$ cat config.mk
export PLATFORM = sky130hd
export DESIGN_NAME = greedy_word_wrap_paginator_top
export DESIGN_NICKNAME = d
export VERILOG_FILES = /design/src/design/gwwp_pkg.sv /design/src/design/gwwp_word_ram.sv /design/src/design/greedy_word_wrap_paginator_top.sv
export SDC_FILE = /design/constraint.sdc
export NUM_CORES = 1
export LEC_CHECK = 0
export ABC_CLOCK_PERIOD_IN_PS = 4700
export BUFFER_PORTS_ARGS = -buffer_cell sky130_fd_sc_hd__buf_2
export CORE_ASPECT_RATIO = 1.1
export CORE_UTILIZATION = 55
export CTS_CLUSTER_SIZE = 12
export DETAILED_ROUTE_END_ITERATION = 7
export GPL_TIMING_DRIVEN = 0
export PLACE_DENSITY_LB_ADDON = 0.25
export SETUP_SLACK_MARGIN = 0.2
export SYNTH_ARGS = -nofsm -noshare
export SYNTH_HDL_FRONTEND = slang
export SYNTH_SLANG_ARGS = --single-unit
export TNS_END_PERCENT = 30
$ cat constraint.sdc
create_clock -name clock -period 4.7 [get_ports clock]
set_input_delay 0.94 -clock clock [delete_from_list [all_inputs] [get_ports clock]]
set_output_delay 0.94 -clock clock [all_outputs]
set_load 0.03 [all_outputs]
$ cat src/design/gwwp_pkg.sv
// Shared constants and helpers for the greedy word-wrap paginator.
// No dependencies; imported by every module of the block.
`timescale 1ns / 1ps

package gwwp_pkg;

   // Longest line and word buffer depth
   localparam int MAX_LINE   = 63;
   localparam int WORD_DEPTH = 63;
   localparam int ADDR_W     = 6;
   localparam int CHAR_W     = 8;
   localparam int CPL_W      = 6;
   localparam int LPP_W      = 8;
   localparam int CSR_DATA_W = 8;

   // Character codes
   localparam logic [CHAR_W-1:0] CHAR_TAB = 8'd9;
   localparam logic [CHAR_W-1:0] CHAR_NL  = 8'd10;
   localparam logic [CHAR_W-1:0] CHAR_VT  = 8'd11;
   localparam logic [CHAR_W-1:0] CHAR_FF  = 8'd12;
   localparam logic [CHAR_W-1:0] CHAR_CR  = 8'd13;
   localparam logic [CHAR_W-1:0] CHAR_SP  = 8'd32;
   localparam logic [CHAR_W-1:0] CHAR_NUL = 8'd0;

   // Register indexes
   localparam logic CSR_CHARS_PER_LINE = 1'b0;
   localparam logic CSR_LINES_PER_PAGE = 1'b1;

   // Word buffer write and read requests
   typedef struct packed {
      logic              en;
      logic [ADDR_W-1:0] addr;
      logic [CHAR_W-1:0] data;
   } ram_wr_type;

   typedef struct packed {
      logic              en;
      logic [ADDR_W-1:0] addr;
   } ram_rd_type;

   // True for bytes that separate words (newline excluded)
   function automatic logic is_blank(input logic [CHAR_W-1:0] ch);
      is_blank = (ch == CHAR_TAB) || (ch == CHAR_VT) || (ch == CHAR_FF) ||
                 (ch == CHAR_CR) || (ch == CHAR_SP);
   endfunction

endpackage

$ cat src/design/gwwp_word_ram.sv
// Word buffer: one write port, one read port, registered read data.
// Depends on gwwp_pkg.
`timescale 1ns / 1ps

module gwwp_word_ram import gwwp_pkg::*; (
   input  logic              clock,
   input  ram_wr_type        wr,
   input  ram_rd_type        rd,
   output logic [CHAR_W-1:0] rd_data
);

   logic [CHAR_W-1:0] mem [WORD_DEPTH];
   logic [CHAR_W-1:0] rd_data_ff;

   // Write port
   always_ff @(posedge clock) begin
      if (wr.en) begin
         mem[wr.addr] <= wr.data;
      end
   end

   // Read port, data held until the next read
   always_ff @(posedge clock) begin
      if (rd.en) begin
         rd_data_ff <= mem[rd.addr];
      end
   end

   assign rd_data = rd_data_ff;

endmodule

$ cat src/design/greedy_word_wrap_paginator_top.sv
// Top level of the greedy word-wrap paginator: layout control and result register.
// Depends on gwwp_pkg and gwwp_word_ram.
//
//   channel  ports                              direction  transfer when
//   req      req_valid/req_stall + 2 fields     in         req_valid && !req_stall
//   rsp      rsp_valid/rsp_stall + 5 fields     out        rsp_valid && !rsp_stall
//   csr      csr_write_en/index/write_data      in         csr_write_en
//
// A word byte that does not end a word is taken without a stall and the next byte
// can follow at once. A byte that places a word holds the input while the
// word is read back from the buffer RAM at one character per cycle when the result
// is not stalled, set by its single read port. Reset is synchronous and
// needs no clearing pass. A stalled result holds the read-out in place.
`timescale 1ns / 1ps

module greedy_word_wrap_paginator_top import gwwp_pkg::*; (
   input  logic                  clock,
   input  logic                  reset,
   // input channel
   input  logic                  req_valid,
   output logic                  req_stall,
   input  logic [CHAR_W-1:0]     req_char_code,
   input  logic                  req_end_of_text,
   // result channel
   output logic                  rsp_valid,
   input  logic                  rsp_stall,
   output logic [CHAR_W-1:0]     rsp_out_char,
   output logic                  rsp_has_char,
   output logic                  rsp_page_start,
   output logic                  rsp_run_end,
   output logic                  rsp_text_end,
   // configuration
   input  logic                  csr_write_en,
   input  logic                  csr_index,
   input  logic [CSR_DATA_W-1:0] csr_write_data
);

   typedef enum logic [1:0] {ST_IDLE, ST_PLACE, ST_FINISH} state_type;
   typedef enum logic [1:0] {SEP_NONE, SEP_SPACE, SEP_NEWLINE} sep_type;

   state_type         state_ff, state_in;
   sep_type           sep_ff, sep_in;

   // configuration
   logic [CPL_W-1:0]  cpl_ff, cpl_in;
   logic [LPP_W-1:0]  lpp_ff, lpp_in;

   // layout state
   logic [ADDR_W-1:0] wl_ff, wl_in;
   logic [ADDR_W-1:0] ll_ff, ll_in;
   logic              any_ff, any_in;
   logic [LPP_W-1:0]  ldop_ff, ldop_in;

   // item being placed
   logic [CHAR_W-1:0] ch_ff, ch_in;
   logic              eot_ff, eot_in;
   logic              keep_ff, keep_in;
   logic              marker_ff, marker_in;
   logic              mark_ff, mark_in;
   logic [ADDR_W-1:0] len_ff, len_in;
   logic [ADDR_W-1:0] rd_idx_ff, rd_idx_in;

   // read data tag
   logic              p_ff, p_in;
   logic              p_mark_ff, p_mark_in;
   logic              p_last_ff, p_last_in;

   // result register
   logic              rsp_valid_ff, rsp_valid_in;
   logic [CHAR_W-1:0] out_char_ff, out_char_in;
   logic              has_char_ff, has_char_in;
   logic              page_start_ff, page_start_in;
   logic              run_end_ff, run_end_in;
   logic              text_end_ff, text_end_in;

   ram_wr_type        ram_wr;
   ram_rd_type        ram_rd;
   logic [CHAR_W-1:0] ram_rd_data;

   logic              out_free;
   logic              active;
   logic              is_nl;
   logic              is_sep;
   logic              place_now;
   logic              fits;
   logic [LPP_W:0]    done_cnt;
   logic [ADDR_W:0]   joined_len;

   gwwp_word_ram u_word_ram (
      .clock   (clock),
      .wr      (ram_wr),
      .rd      (ram_rd),
      .rd_data (ram_rd_data)
   );

   assign out_free   = !rsp_valid_ff || !rsp_stall;
   assign active     = (cpl_ff != '0) && (lpp_ff != '0);
   assign is_nl      = (req_char_code == CHAR_NL);
   assign is_sep     = is_blank(req_char_code);
   assign joined_len = {1'b0, ll_ff} + {{ADDR_W{1'b0}}, 1'b1} + {1'b0, wl_ff};
   assign fits       = (ll_ff != '0) && (joined_len <= {1'b0, cpl_ff});
   assign done_cnt   = {1'b0, ldop_ff} + {{LPP_W{1'b0}}, 1'b1};

   // Next-state logic
   always_comb begin
      state_in      = state_ff;
      sep_in        = sep_ff;
      cpl_in        = cpl_ff;
      lpp_in        = lpp_ff;
      wl_in         = wl_ff;
      ll_in         = ll_ff;
      any_in        = any_ff;
      ldop_in       = ldop_ff;
      ch_in         = ch_ff;
      eot_in        = eot_ff;
      keep_in       = keep_ff;
      marker_in     = marker_ff;
      mark_in       = mark_ff;
      len_in        = len_ff;
      rd_idx_in     = rd_idx_ff;
      p_in          = p_ff;
      p_mark_in     = p_mark_ff;
      p_last_in     = p_last_ff;
      rsp_valid_in  = rsp_valid_ff;
      out_char_in   = out_char_ff;
      has_char_in   = has_char_ff;
      page_start_in = page_start_ff;
      run_end_in    = run_end_ff;
      text_end_in   = text_end_ff;
      ram_wr        = '0;
      ram_rd        = '0;
      place_now     = 1'b0;

      if (out_free) begin
         rsp_valid_in = 1'b0;
      end

      // configuration writes
      if (csr_write_en) begin
         case (csr_index)
            CSR_CHARS_PER_LINE: cpl_in = csr_write_data[CPL_W-1:0];
            CSR_LINES_PER_PAGE: lpp_in = csr_write_data[LPP_W-1:0];
            default: ;
         endcase
      end

      case (state_ff)
         ST_IDLE: begin
            if (req_valid) begin
               ch_in     = req_char_code;
               eot_in    = req_end_of_text;
               len_in    = wl_ff;
               rd_idx_in = '0;
               sep_in    = SEP_NONE;
               mark_in   = 1'b0;
               keep_in   = 1'b0;
               marker_in = 1'b0;
               if (req_end_of_text) begin
                  place_now = active && (wl_ff != '0);
               end else if (active) begin
                  if (is_nl || is_sep) begin
                     place_now = (wl_ff != '0);
                  end else begin
                     place_now = ({1'b0, wl_ff} >= {1'b0, cpl_ff});
                  end
               end

               // place the pending word: separator, page mark, line length
               if (place_now) begin
                  if (fits) begin
                     sep_in = SEP_SPACE;
                     ll_in  = joined_len[ADDR_W-1:0];
                  end else begin
                     if (any_ff) begin
                        if (done_cnt >= {1'b0, lpp_ff}) begin
                           ldop_in = '0;
                           mark_in = 1'b1;
                        end else begin
                           ldop_in = done_cnt[LPP_W-1:0];
                           sep_in  = SEP_NEWLINE;
                        end
                     end
                     any_in = 1'b1;
                     ll_in  = wl_ff;
                  end
                  wl_in = '0;
               end

               if (req_end_of_text) begin
                  // layout state back to reset values; bare marker if nothing is flushed
                  wl_in     = '0;
                  ll_in     = '0;
                  any_in    = 1'b0;
                  ldop_in   = '0;
                  marker_in = !place_now;
                  state_in  = place_now ? ST_PLACE : ST_FINISH;
               end else if (active) begin
                  if (is_nl) begin
                     ll_in = '0;
                  end
                  if (place_now) begin
                     keep_in  = !(is_nl || is_sep);
                     state_in = ST_PLACE;
                  end else if (!(is_nl || is_sep) && ({1'b0, wl_ff} < 7'(WORD_DEPTH))) begin
                     ram_wr.en   = 1'b1;
                     ram_wr.addr = wl_ff;
                     ram_wr.data = req_char_code;
                     wl_in       = wl_ff + 6'd1;
                  end
               end
            end
         end

         ST_PLACE: begin
            // result register: separator first, then word characters
            if (out_free) begin
               if (sep_ff != SEP_NONE) begin
                  rsp_valid_in  = 1'b1;
                  out_char_in   = (sep_ff == SEP_SPACE) ? CHAR_SP : CHAR_NL;
                  has_char_in   = 1'b1;
                  page_start_in = 1'b0;
                  run_end_in    = 1'b0;
                  text_end_in   = 1'b0;
                  sep_in        = SEP_NONE;
               end else if (p_ff) begin
                  rsp_valid_in  = 1'b1;
                  out_char_in   = ram_rd_data;
                  has_char_in   = 1'b1;
                  page_start_in = p_mark_ff;
                  run_end_in    = p_last_ff;
                  text_end_in   = p_last_ff && eot_ff;
                  p_in          = 1'b0;
               end
            end

            // issue the next buffer read once the read data slot frees up
            if ((rd_idx_ff != len_ff) && (!p_ff || (out_free && sep_ff == SEP_NONE))) begin
               ram_rd.en   = 1'b1;
               ram_rd.addr = rd_idx_ff;
               p_in        = 1'b1;
               p_mark_in   = mark_ff && (rd_idx_ff == '0);
               p_last_in   = (rd_idx_ff == len_ff - 6'd1);
               rd_idx_in   = rd_idx_ff + 6'd1;
            end

            if ((rd_idx_ff == len_ff) && !p_ff && (sep_ff == SEP_NONE)) begin
               state_in = ST_FINISH;
            end
         end

         ST_FINISH: begin
            // the byte that ended the word starts the next one
            if (keep_ff) begin
               ram_wr.en   = 1'b1;
               ram_wr.addr = '0;
               ram_wr.data = ch_ff;
               wl_in       = 6'd1;
               keep_in     = 1'b0;
            end
            if (marker_ff) begin
               if (out_free) begin
                  rsp_valid_in  = 1'b1;
                  out_char_in   = CHAR_NUL;
                  has_char_in   = 1'b0;
                  page_start_in = 1'b0;
                  run_end_in    = 1'b1;
                  text_end_in   = 1'b1;
                  marker_in     = 1'b0;
                  state_in      = ST_IDLE;
               end
            end else begin
               state_in = ST_IDLE;
            end
         end

         default: state_in = ST_IDLE;
      endcase
   end

   // State and registered outputs
   always_ff @(posedge clock) begin
      if (reset) begin
         state_ff     <= ST_IDLE;
         sep_ff       <= SEP_NONE;
         cpl_ff       <= '0;
         lpp_ff       <= '0;
         wl_ff        <= '0;
         ll_ff        <= '0;
         any_ff       <= 1'b0;
         ldop_ff      <= '0;
         keep_ff      <= 1'b0;
         marker_ff    <= 1'b0;
         p_ff         <= 1'b0;
         rsp_valid_ff <= 1'b0;
      end else begin
         state_ff     <= state_in;
         sep_ff       <= sep_in;
         cpl_ff       <= cpl_in;
         lpp_ff       <= lpp_in;
         wl_ff        <= wl_in;
         ll_ff        <= ll_in;
         any_ff       <= any_in;
         ldop_ff      <= ldop_in;
         keep_ff      <= keep_in;
         marker_ff    <= marker_in;
         p_ff         <= p_in;
         rsp_valid_ff <= rsp_valid_in;
      end
      ch_ff         <= ch_in;
      eot_ff        <= eot_in;
      mark_ff       <= mark_in;
      len_ff        <= len_in;
      rd_idx_ff     <= rd_idx_in;
      p_mark_ff     <= p_mark_in;
      p_last_ff     <= p_last_in;
      out_char_ff   <= out_char_in;
      has_char_ff   <= has_char_in;
      page_start_ff <= page_start_in;
      run_end_ff    <= run_end_in;
      text_end_ff   <= text_end_in;
   end

   assign req_stall      = (state_ff != ST_IDLE);
   assign rsp_valid      = rsp_valid_ff;
   assign rsp_out_char   = out_char_ff;
   assign rsp_has_char   = has_char_ff;
   assign rsp_page_start = page_start_ff;
   assign rsp_run_end    = run_end_ff;
   assign rsp_text_end   = text_end_ff;

endmodule

==> results of run 1 <==
==> critical path, delay by kind of cell (launching register included) <==
family	cells	cell delay [ns]
adders and majority gates	1	0.31
DFF	1	0.48
buffers and inverters	3	0.96
AOI/OAI and AO/OA	4	1.40
and+or+nand+nor	3	1.12
==> area by class of cell <==
| class | instances | area, sq um | share of cell area, % |
|---|---|---|---|
| Inverter | 53 | 199 | 0.697 |
| Multi-Input combinational cell | 1107 | 7730 | 27.1 |
| Timing Repair Buffer | 44 | 353 | 1.24 |
| Sequential cell | 591 | 17300 | 60.7 |
| Clock buffer | 88 | 1580 | 5.55 |
| Buffer | 114 | 567 | 1.99 |
| Tap cell | 588 | 736 | 2.58 |
| Clock inverter | 6 | 60.1 | 0.210 |
==> metal layers <==
| metal | global-route usage [%] | vias up | share of wire [%] |
|---|---|---|---|
| met5 | 0 | - | 0.018 |
| met4 | 16.5 | 2 | 5.7 |
| met2 | 50.3 | 1045 | 48 |
| li1 | - | 7467 | - |
| met3 | 7.28 | 248 | 9.5 |
| met1 | 37.8 | 8427 | 37 |
==> registers in the layout (all words and copies together) (netlist names), 2 cells and up <==
signal              flops
u_word_ram.mem        504
wl_ff                   6
len_ff                  6
ch_ff                   8
rd_idx_ff               6
rsp_out_char            8
sep_ff                  2
u_word_ram.rd_data      8
state_ff                2
ldop_ff                 8
cpl_ff                  6
lpp_ff                  8
ll_ff                   6
==> synth_stat cells, types with 33 or more instances <==
master / n
a211oi_1: 33
o21ai_0: 34
inv_1: 50
nand2_1: 157
nand3_1: 62
clkbuf_1: 55
dfxtp_1: 43
mux2_2: 38
nor2_1: 152
mux2i_1: 83
ha_1: 35
edfxtp_1: 548
a21oi_1: 83
==> through the flow <==
stage / cell area (sq um) / utilization, %
final: 28500 / 62.2
after global routing: 28500 / 62.2
after floorplan: 25700 / -
after global placement: 26600 / 58.0
after detailed placement: 26800 / 58.4
after CTS: 28400 / 62.0
==> power groups by stage <==
stage	Combinational (uW)	Sequential [uW]	Clock (uW)
floorplan	1520	5990	0
global placement	2320	6000	0
detailed placement	2380	5990	0
CTS	2390	5880	4230
global route	2580	5890	4430
finish	2460	5890	4230
==> cells by family (layout without fill, tap and decap cells) <==
family                     after synthesis  count (layout)  synth area share [%]
DFF                                    591             591                  67.4
and+or+nand+nor                        504             504                  9.12
AOI/OAI and AO/OA                      418             418                  12.4
muxes                                  129             129                  5.60
buffers and inverters                  167             305                  2.98
xor gates and xnor gates                20              20                 0.711
adders and majority gates               36              36                  1.78
==> placed cells by master, fill, tap and decap left out, types with 14 or more instances in the layout <==
master / count
a311oi_1: 14
mux2_2: 38
and2_1: 15
o221ai_1: 20
nand2_1: 157
nor3_1: 17
a21oi_1: 83
mux2i_1: 83
dfxtp_1: 43
nand3_1: 61
nor2_2: 29
buf_2: 63
a221oi_1: 19
nand4_1: 19
nor2_1: 122
nor4_1: 15
ha_1: 35
edfxtp_1: 548
inv_1: 50
a31oi_1: 32
clkbuf_16: 57
a211oi_1: 32
clkbuf_1: 81
nor2b_1: 15
o21ai_0: 34
==> final timing paths <==
path	start	to	slack (ns)
setup reg to reg	wl_ff[0]	u_word_ram.mem[32][1]	0.05
setup / recovery	wl_ff[0]	u_word_ram.mem[32][1]	0.05
hold / removal	lpp_ff[3]	lpp_ff[3]	0.48
hold reg to reg	lpp_ff[3]	lpp_ff[3]	0.48
==> what timing repair did <==
action,4_1_cts,5_1_grt
setup endpoints to repair,45,308
gates resized for setup,2,35
hold endpoints to repair,0,0
cloned,0,0
==> impl_metrics.ini, run 1 <==
[route]
vias = 17200
drc = 0
route.antenna.remaining_nets = 0
detail_route.wl_per_cell_um = 27.9
firstDrtPassIters = 6
drt_iter0_markers = 2104
viasPerCell = 6.63
drt_wl_total_um = 72200

[power_and_ir_drop]
p_total_uw = 12600
pwr-share-clk_pct = 33.6
ir_drop_v = 0.000283
switching_share_pct = 29.4
combPwrFrac_pct = 19.6
pwr-share-seq_pct = 46.8
power_density_nw_per_um2 = 441
p_switching_uw = 3700
cellLeakagePower_uw = 0.00975
p_int_uw = 8890

[die]
core_sq_um = 45900
rows = 82
die_area_sq_um = 47600
die_w_um = 208
io_pins = 37
die_h_um = 229
start_util_pct = 56.0

[sta]
period_minus_slack_ns = 4.65
worst_slew_pin_slew_ns = 1.45
tns_ns = 0
period_share_pct = 98.9
setup_viol_count_final = 0
slew_headroom_pct = 2.31
rsz0062_at_grt = true
timing.final.hold_violations = 0
finalWorstSetupSlack_ns = 0.0506
final-max-slew-violation-count = 0
finalHoldWorstSlack_ns = 0.478
timing.fmax_mhz = 215
clock_skew_ns = 0.0256

[min_path]
whs_path_depth = 2
hold_path.class = flop to flop

[clocking]
htree_levels = 2
cts_setup_buffers = 0
clock_latency_ns = 0.63
cts_hold_buf = 0
clock-sinks = 591
clk_pin_slew_ns = 0.07
cts-root-buf = clkbuf_16
cts_buffer_depth = 3
tritoncts = built
numCtsBuffers = 57

[worst_setup_path]
cp_slowest_stage_delay_ns = 0.62
ff2ff_path_depth = 11
cp_cell_sequence = inv_1 > ha_1 > nand2b_1 > a2111oi_0 > o21bai_1 > a2111o_1 > a31oi_1 > buf_2 > nand2_1 > buf_2 > nor2_1
slowest_stage = nor2_1
startpoint_type = flop
crit_type = flop to flop
cp_data_required_time_ns = 4.94
critPathCaptureType = flop
cp.arrival_ns = 4.89
worst-path-max-fanout = 10
cpMostUsedCell = buf_2

[grt]
track_usage_pct = 30.7
antenna_found_initial = 1
overflow = 0
grt_pass1_vias = 17200
grt_pass1_wl_um = 108000
grt_max_degree = 57

[placed_design]
gp_congestion = 1.02
dp.cells = 2497
dp_slack_ns = 0.0630
hpwl_um = 50500
io_buffers = 34

[yosys]
synthArstFlopShare_pct = 0
synth_ff_type = edfxtp_1
synth-edff-count = 548
synth_top_cell_by_area = edfxtp_1
ys_seq_area_share_pct = 67.4
ys_seq_elements = 591
synth_area_leaders = edfxtp_1 64%, dfxtp_1 3.4%, mux2i_1 3.2%
synth.net_count = 1924
syn_avg_cell_area_sq_um = 13.8
syn_inst = 1865
syn_area_sq_um = 25700
ys.warnings.count = 0
synth_top_area_share_pct = 64.1
synth_cell_type_count = 94

[cells_and_area]
syn_to_final_growth_pct = 11.1
diodes = 0
fillCellCount = 3400
finalNonFillerCells = 2591
drive_above_1_share_pct = 14.6
nNetsFinal = 2027

[run_status]
status = finished, violations left
violations = capacitance limit

[job]
cap_violations = 1
No activity file was read; power rests on OpenSTA's default activity.
==> inputs of run 2 (changes only) <==
--- a/config.mk
+++ b/config.mk
@@ -13,6 +13,8 @@
 export DETAILED_ROUTE_END_ITERATION = 7
 export GPL_TIMING_DRIVEN = 0
+export MAX_ROUTING_LAYER = met4
 export PLACE_DENSITY_LB_ADDON = 0.25
 export SETUP_SLACK_MARGIN = 0.2
+export SKIP_CTS_REPAIR_TIMING = 1
 export SYNTH_ARGS = -nofsm -noshare
 export SYNTH_HDL_FRONTEND = slang
==> constraint.sdc (replaced) <==
create_clock -name clock -period 4.7 [get_ports clock]
set_input_delay 1.175 -clock clock [delete_from_list [all_inputs] [get_ports clock]]
set_output_delay 1.175 -clock clock [all_outputs]
set_load 0.03 [all_outputs]
==> run 2 against run 1 <==
- the run ends with setup timing left
- cell area grew 0.58%
- clock power is 4% higher
- total power rose by 1.5%
- first-iteration DRC count down 6.6%
- worst setup slack got worse by 0.11 ns
- sequential power about the same
- highest routed layer is now met4
==> impl_metrics.ini, run 2 (synthesis results as in run 1) <==
[run_status]
status = finished, violations left
violations = setup timing

[sta]
slew_headroom_pct = 17.1
period_share_pct = 101
timing.final.hold_violations = 0
period_minus_slack_ns = 4.76
finalWorstSetupSlack_ns = -0.0638
timing.fmax_mhz = 210
clock_skew_ns = 0.0322
worst_slew_pin_slew_ns = 1.24
rsz0062_at_grt = true
final-max-slew-violation-count = 0
setup_viol_count_final = 16

[worst_setup_path]
startpoint_type = flop
crit_type = flop to flop
crit-reg2reg-capture = u_word_ram.mem[20][0]
slowest_stage = nor2_1
worst-path-stages = 10
rr_startpoint = wl_ff[0]
path_buf_inv = 2
reg2reg_setup_slack_ns = -0.06
cp_data_required_time_ns = 4.94
ff2ff_path_depth = 10
cp_cell_sequence = inv_1 > ha_1 > nand2b_1 > a2111oi_0 > o21bai_1 > a2111o_1 > a31oi_1 > nand3_1 > clkbuf_1 > nor2_1
cp_slowest_stage_delay_ns = 0.71
crit_family = simple AND/OR/NAND/NOR gates
critPathCaptureType = flop
worst-path-max-fanout = 10
cp.arrival_ns = 5.00

[clocking]
clock_latency_ns = 0.64
numCtsBuffers = 59
htree_levels = 2
cts-root-buf = clkbuf_16
cts_buffer_depth = 3
clock-sinks = 591
tritoncts = built
clk_pin_slew_ns = 0.06

[power_and_ir_drop]
switching_share_pct = 29.5
cellLeakagePower_uw = 0.00981
p_switching_uw = 3770
combPwrFrac_pct = 19.6
p_int_uw = 9000
pwr-share-clk_pct = 34.3
power_density_nw_per_um2 = 445
ir_drop_v = 0.000342
pwr-share-seq_pct = 46.1

[route]
firstDrtPassIters = 5
route.antenna.remaining_nets = 0
detail_route.wl_per_cell_um = 28.8
drc = 0
wl_met2_um = 36100
top_layer = met4
wl_met3_um = 6760
vias = 17300
wirelength_met1_um = 28100
drt_iter0_markers = 1965
drt_wl_total_um = 74900
viasPerCell = 6.63

[die]
io_pins = 37
start_util_pct = 56.0
die_area_sq_um = 47600
die_h_um = 229
die_w_um = 208
rows = 82
core_sq_um = 45900

[placed_design]
hpwl_um = 52700
dp_slack_ns = -0.376
io_buffers = 34
dp.cells = 2497
place_area_sq_um = 26800
gp_congestion = 1.01

[cells_and_area]
syn_to_final_growth_pct = 11.8
largest_register_ffs = 504
final_cell_mix = 548 x edfxtp_1, 157 x nand2_1, 114 x nor2_1, 83 x a21oi_1, 83 x mux2i_1
stdcell_area_sq_um = 28700
largest-register = u_word_ram.mem
finalNonFillerCells = 2601
layout_commonest_cell = edfxtp_1
nNetsFinal = 2030
multi_input_area_sq_um = 7770
seqCellArea_sq_um = 17300
drive_above_1_share_pct = 15.4
fillCellCount = 3423

[job]
cap_violations = 0

[min_path]
hold_path.class = flop to flop
hp-start = lpp_ff[1]
hold_path_end = lpp_ff[1]
whs_path_depth = 2

[grt]
overflow = 0
grt_pass1_wl_um = 110000
track_usage_pct = 32.8
antenna_found_initial = 1
grt_max_degree = 56
grt_pass1_vias = 17200
[run 2: cell count changes in the layout (fill, tap and decap cells not counted), sizes merged]
cell	change
clkbuf	+3
clkinvlp	+1
clkinv	+4
diode	+1
inv	+1
[run 2: layout make-up]
class / instances / area share (%)
multi-input cells: 1107 / 27.1
repair buffers: 45 / 1.27
clock buffers: 90 / 5.76
well taps: 588 / 2.56
inverters: 53 / 0.693
clock inverters: 12 / 0.336
flip-flops and latches: 591 / 60.3
plain buffers: 114 / 1.97
diodes: 1 / 0.00872
[run 2: metal layers]
layer	vias to the layer above	global-route usage (%)
met5	-	-
met4	0	16.4
met3	195	4.27
met2	988	52.8
met1	8601	41.3
li1	7472	-
[run 2: how the worst max path moves through the flow]
stage                startpoint               endpoint  slack, ns
2_1_floorplan  req_char_code[0]   u_word_ram.mem[0][0]       0.73
4_1_cts                wl_ff[0]  u_word_ram.mem[28][7]       0.03
5_1_grt                wl_ff[0]  u_word_ram.mem[20][7]      -0.04
3_5_place_dp          rsp_stall  u_word_ram.rd_data[1]      -0.38
6_report               wl_ff[0]  u_word_ram.mem[20][0]      -0.06
3_3_place_gp   req_char_code[0]  u_word_ram.mem[39][2]      -0.99
[run 2: stage by stage]
step,hold slack [ns],util (%),setup TNS (ns),power [uW]
6_report,0.475,62.6,-0.701,12800
3_3_place_gp,0.469,58.0,-379.94,8360
5_1_grt,0.504,62.6,-0.486,13100
2_1_floorplan,0.449,-,0,7510
3_5_place_dp,0.471,58.4,-18.90,8420
4_1_cts,0.479,62.3,0,12700
[run 2: power groups by stage]
stage / clock (uW) / combinational [uW] / sequential (uW)
detailed placement: 0 / 2420 / 5990
finish: 4380 / 2500 / 5890
global route: 4590 / 2610 / 5890
CTS: 4400 / 2430 / 5880
global placement: 0 / 2360 / 6000
floorplan: 0 / 1520 / 5990
[run 2: worst register-to-register path, cell delays in order (launching register included)]
cell	delay (ns)
dfxtp_1	0.48
inv_1	0.23
ha_1	0.31
nand2b_1	0.13
a2111oi_0	0.42
o21bai_1	0.17
a2111o_1	0.46
a31oi_1	0.31
nand3_1	0.58
clkbuf_1	0.59
nor2_1	0.71
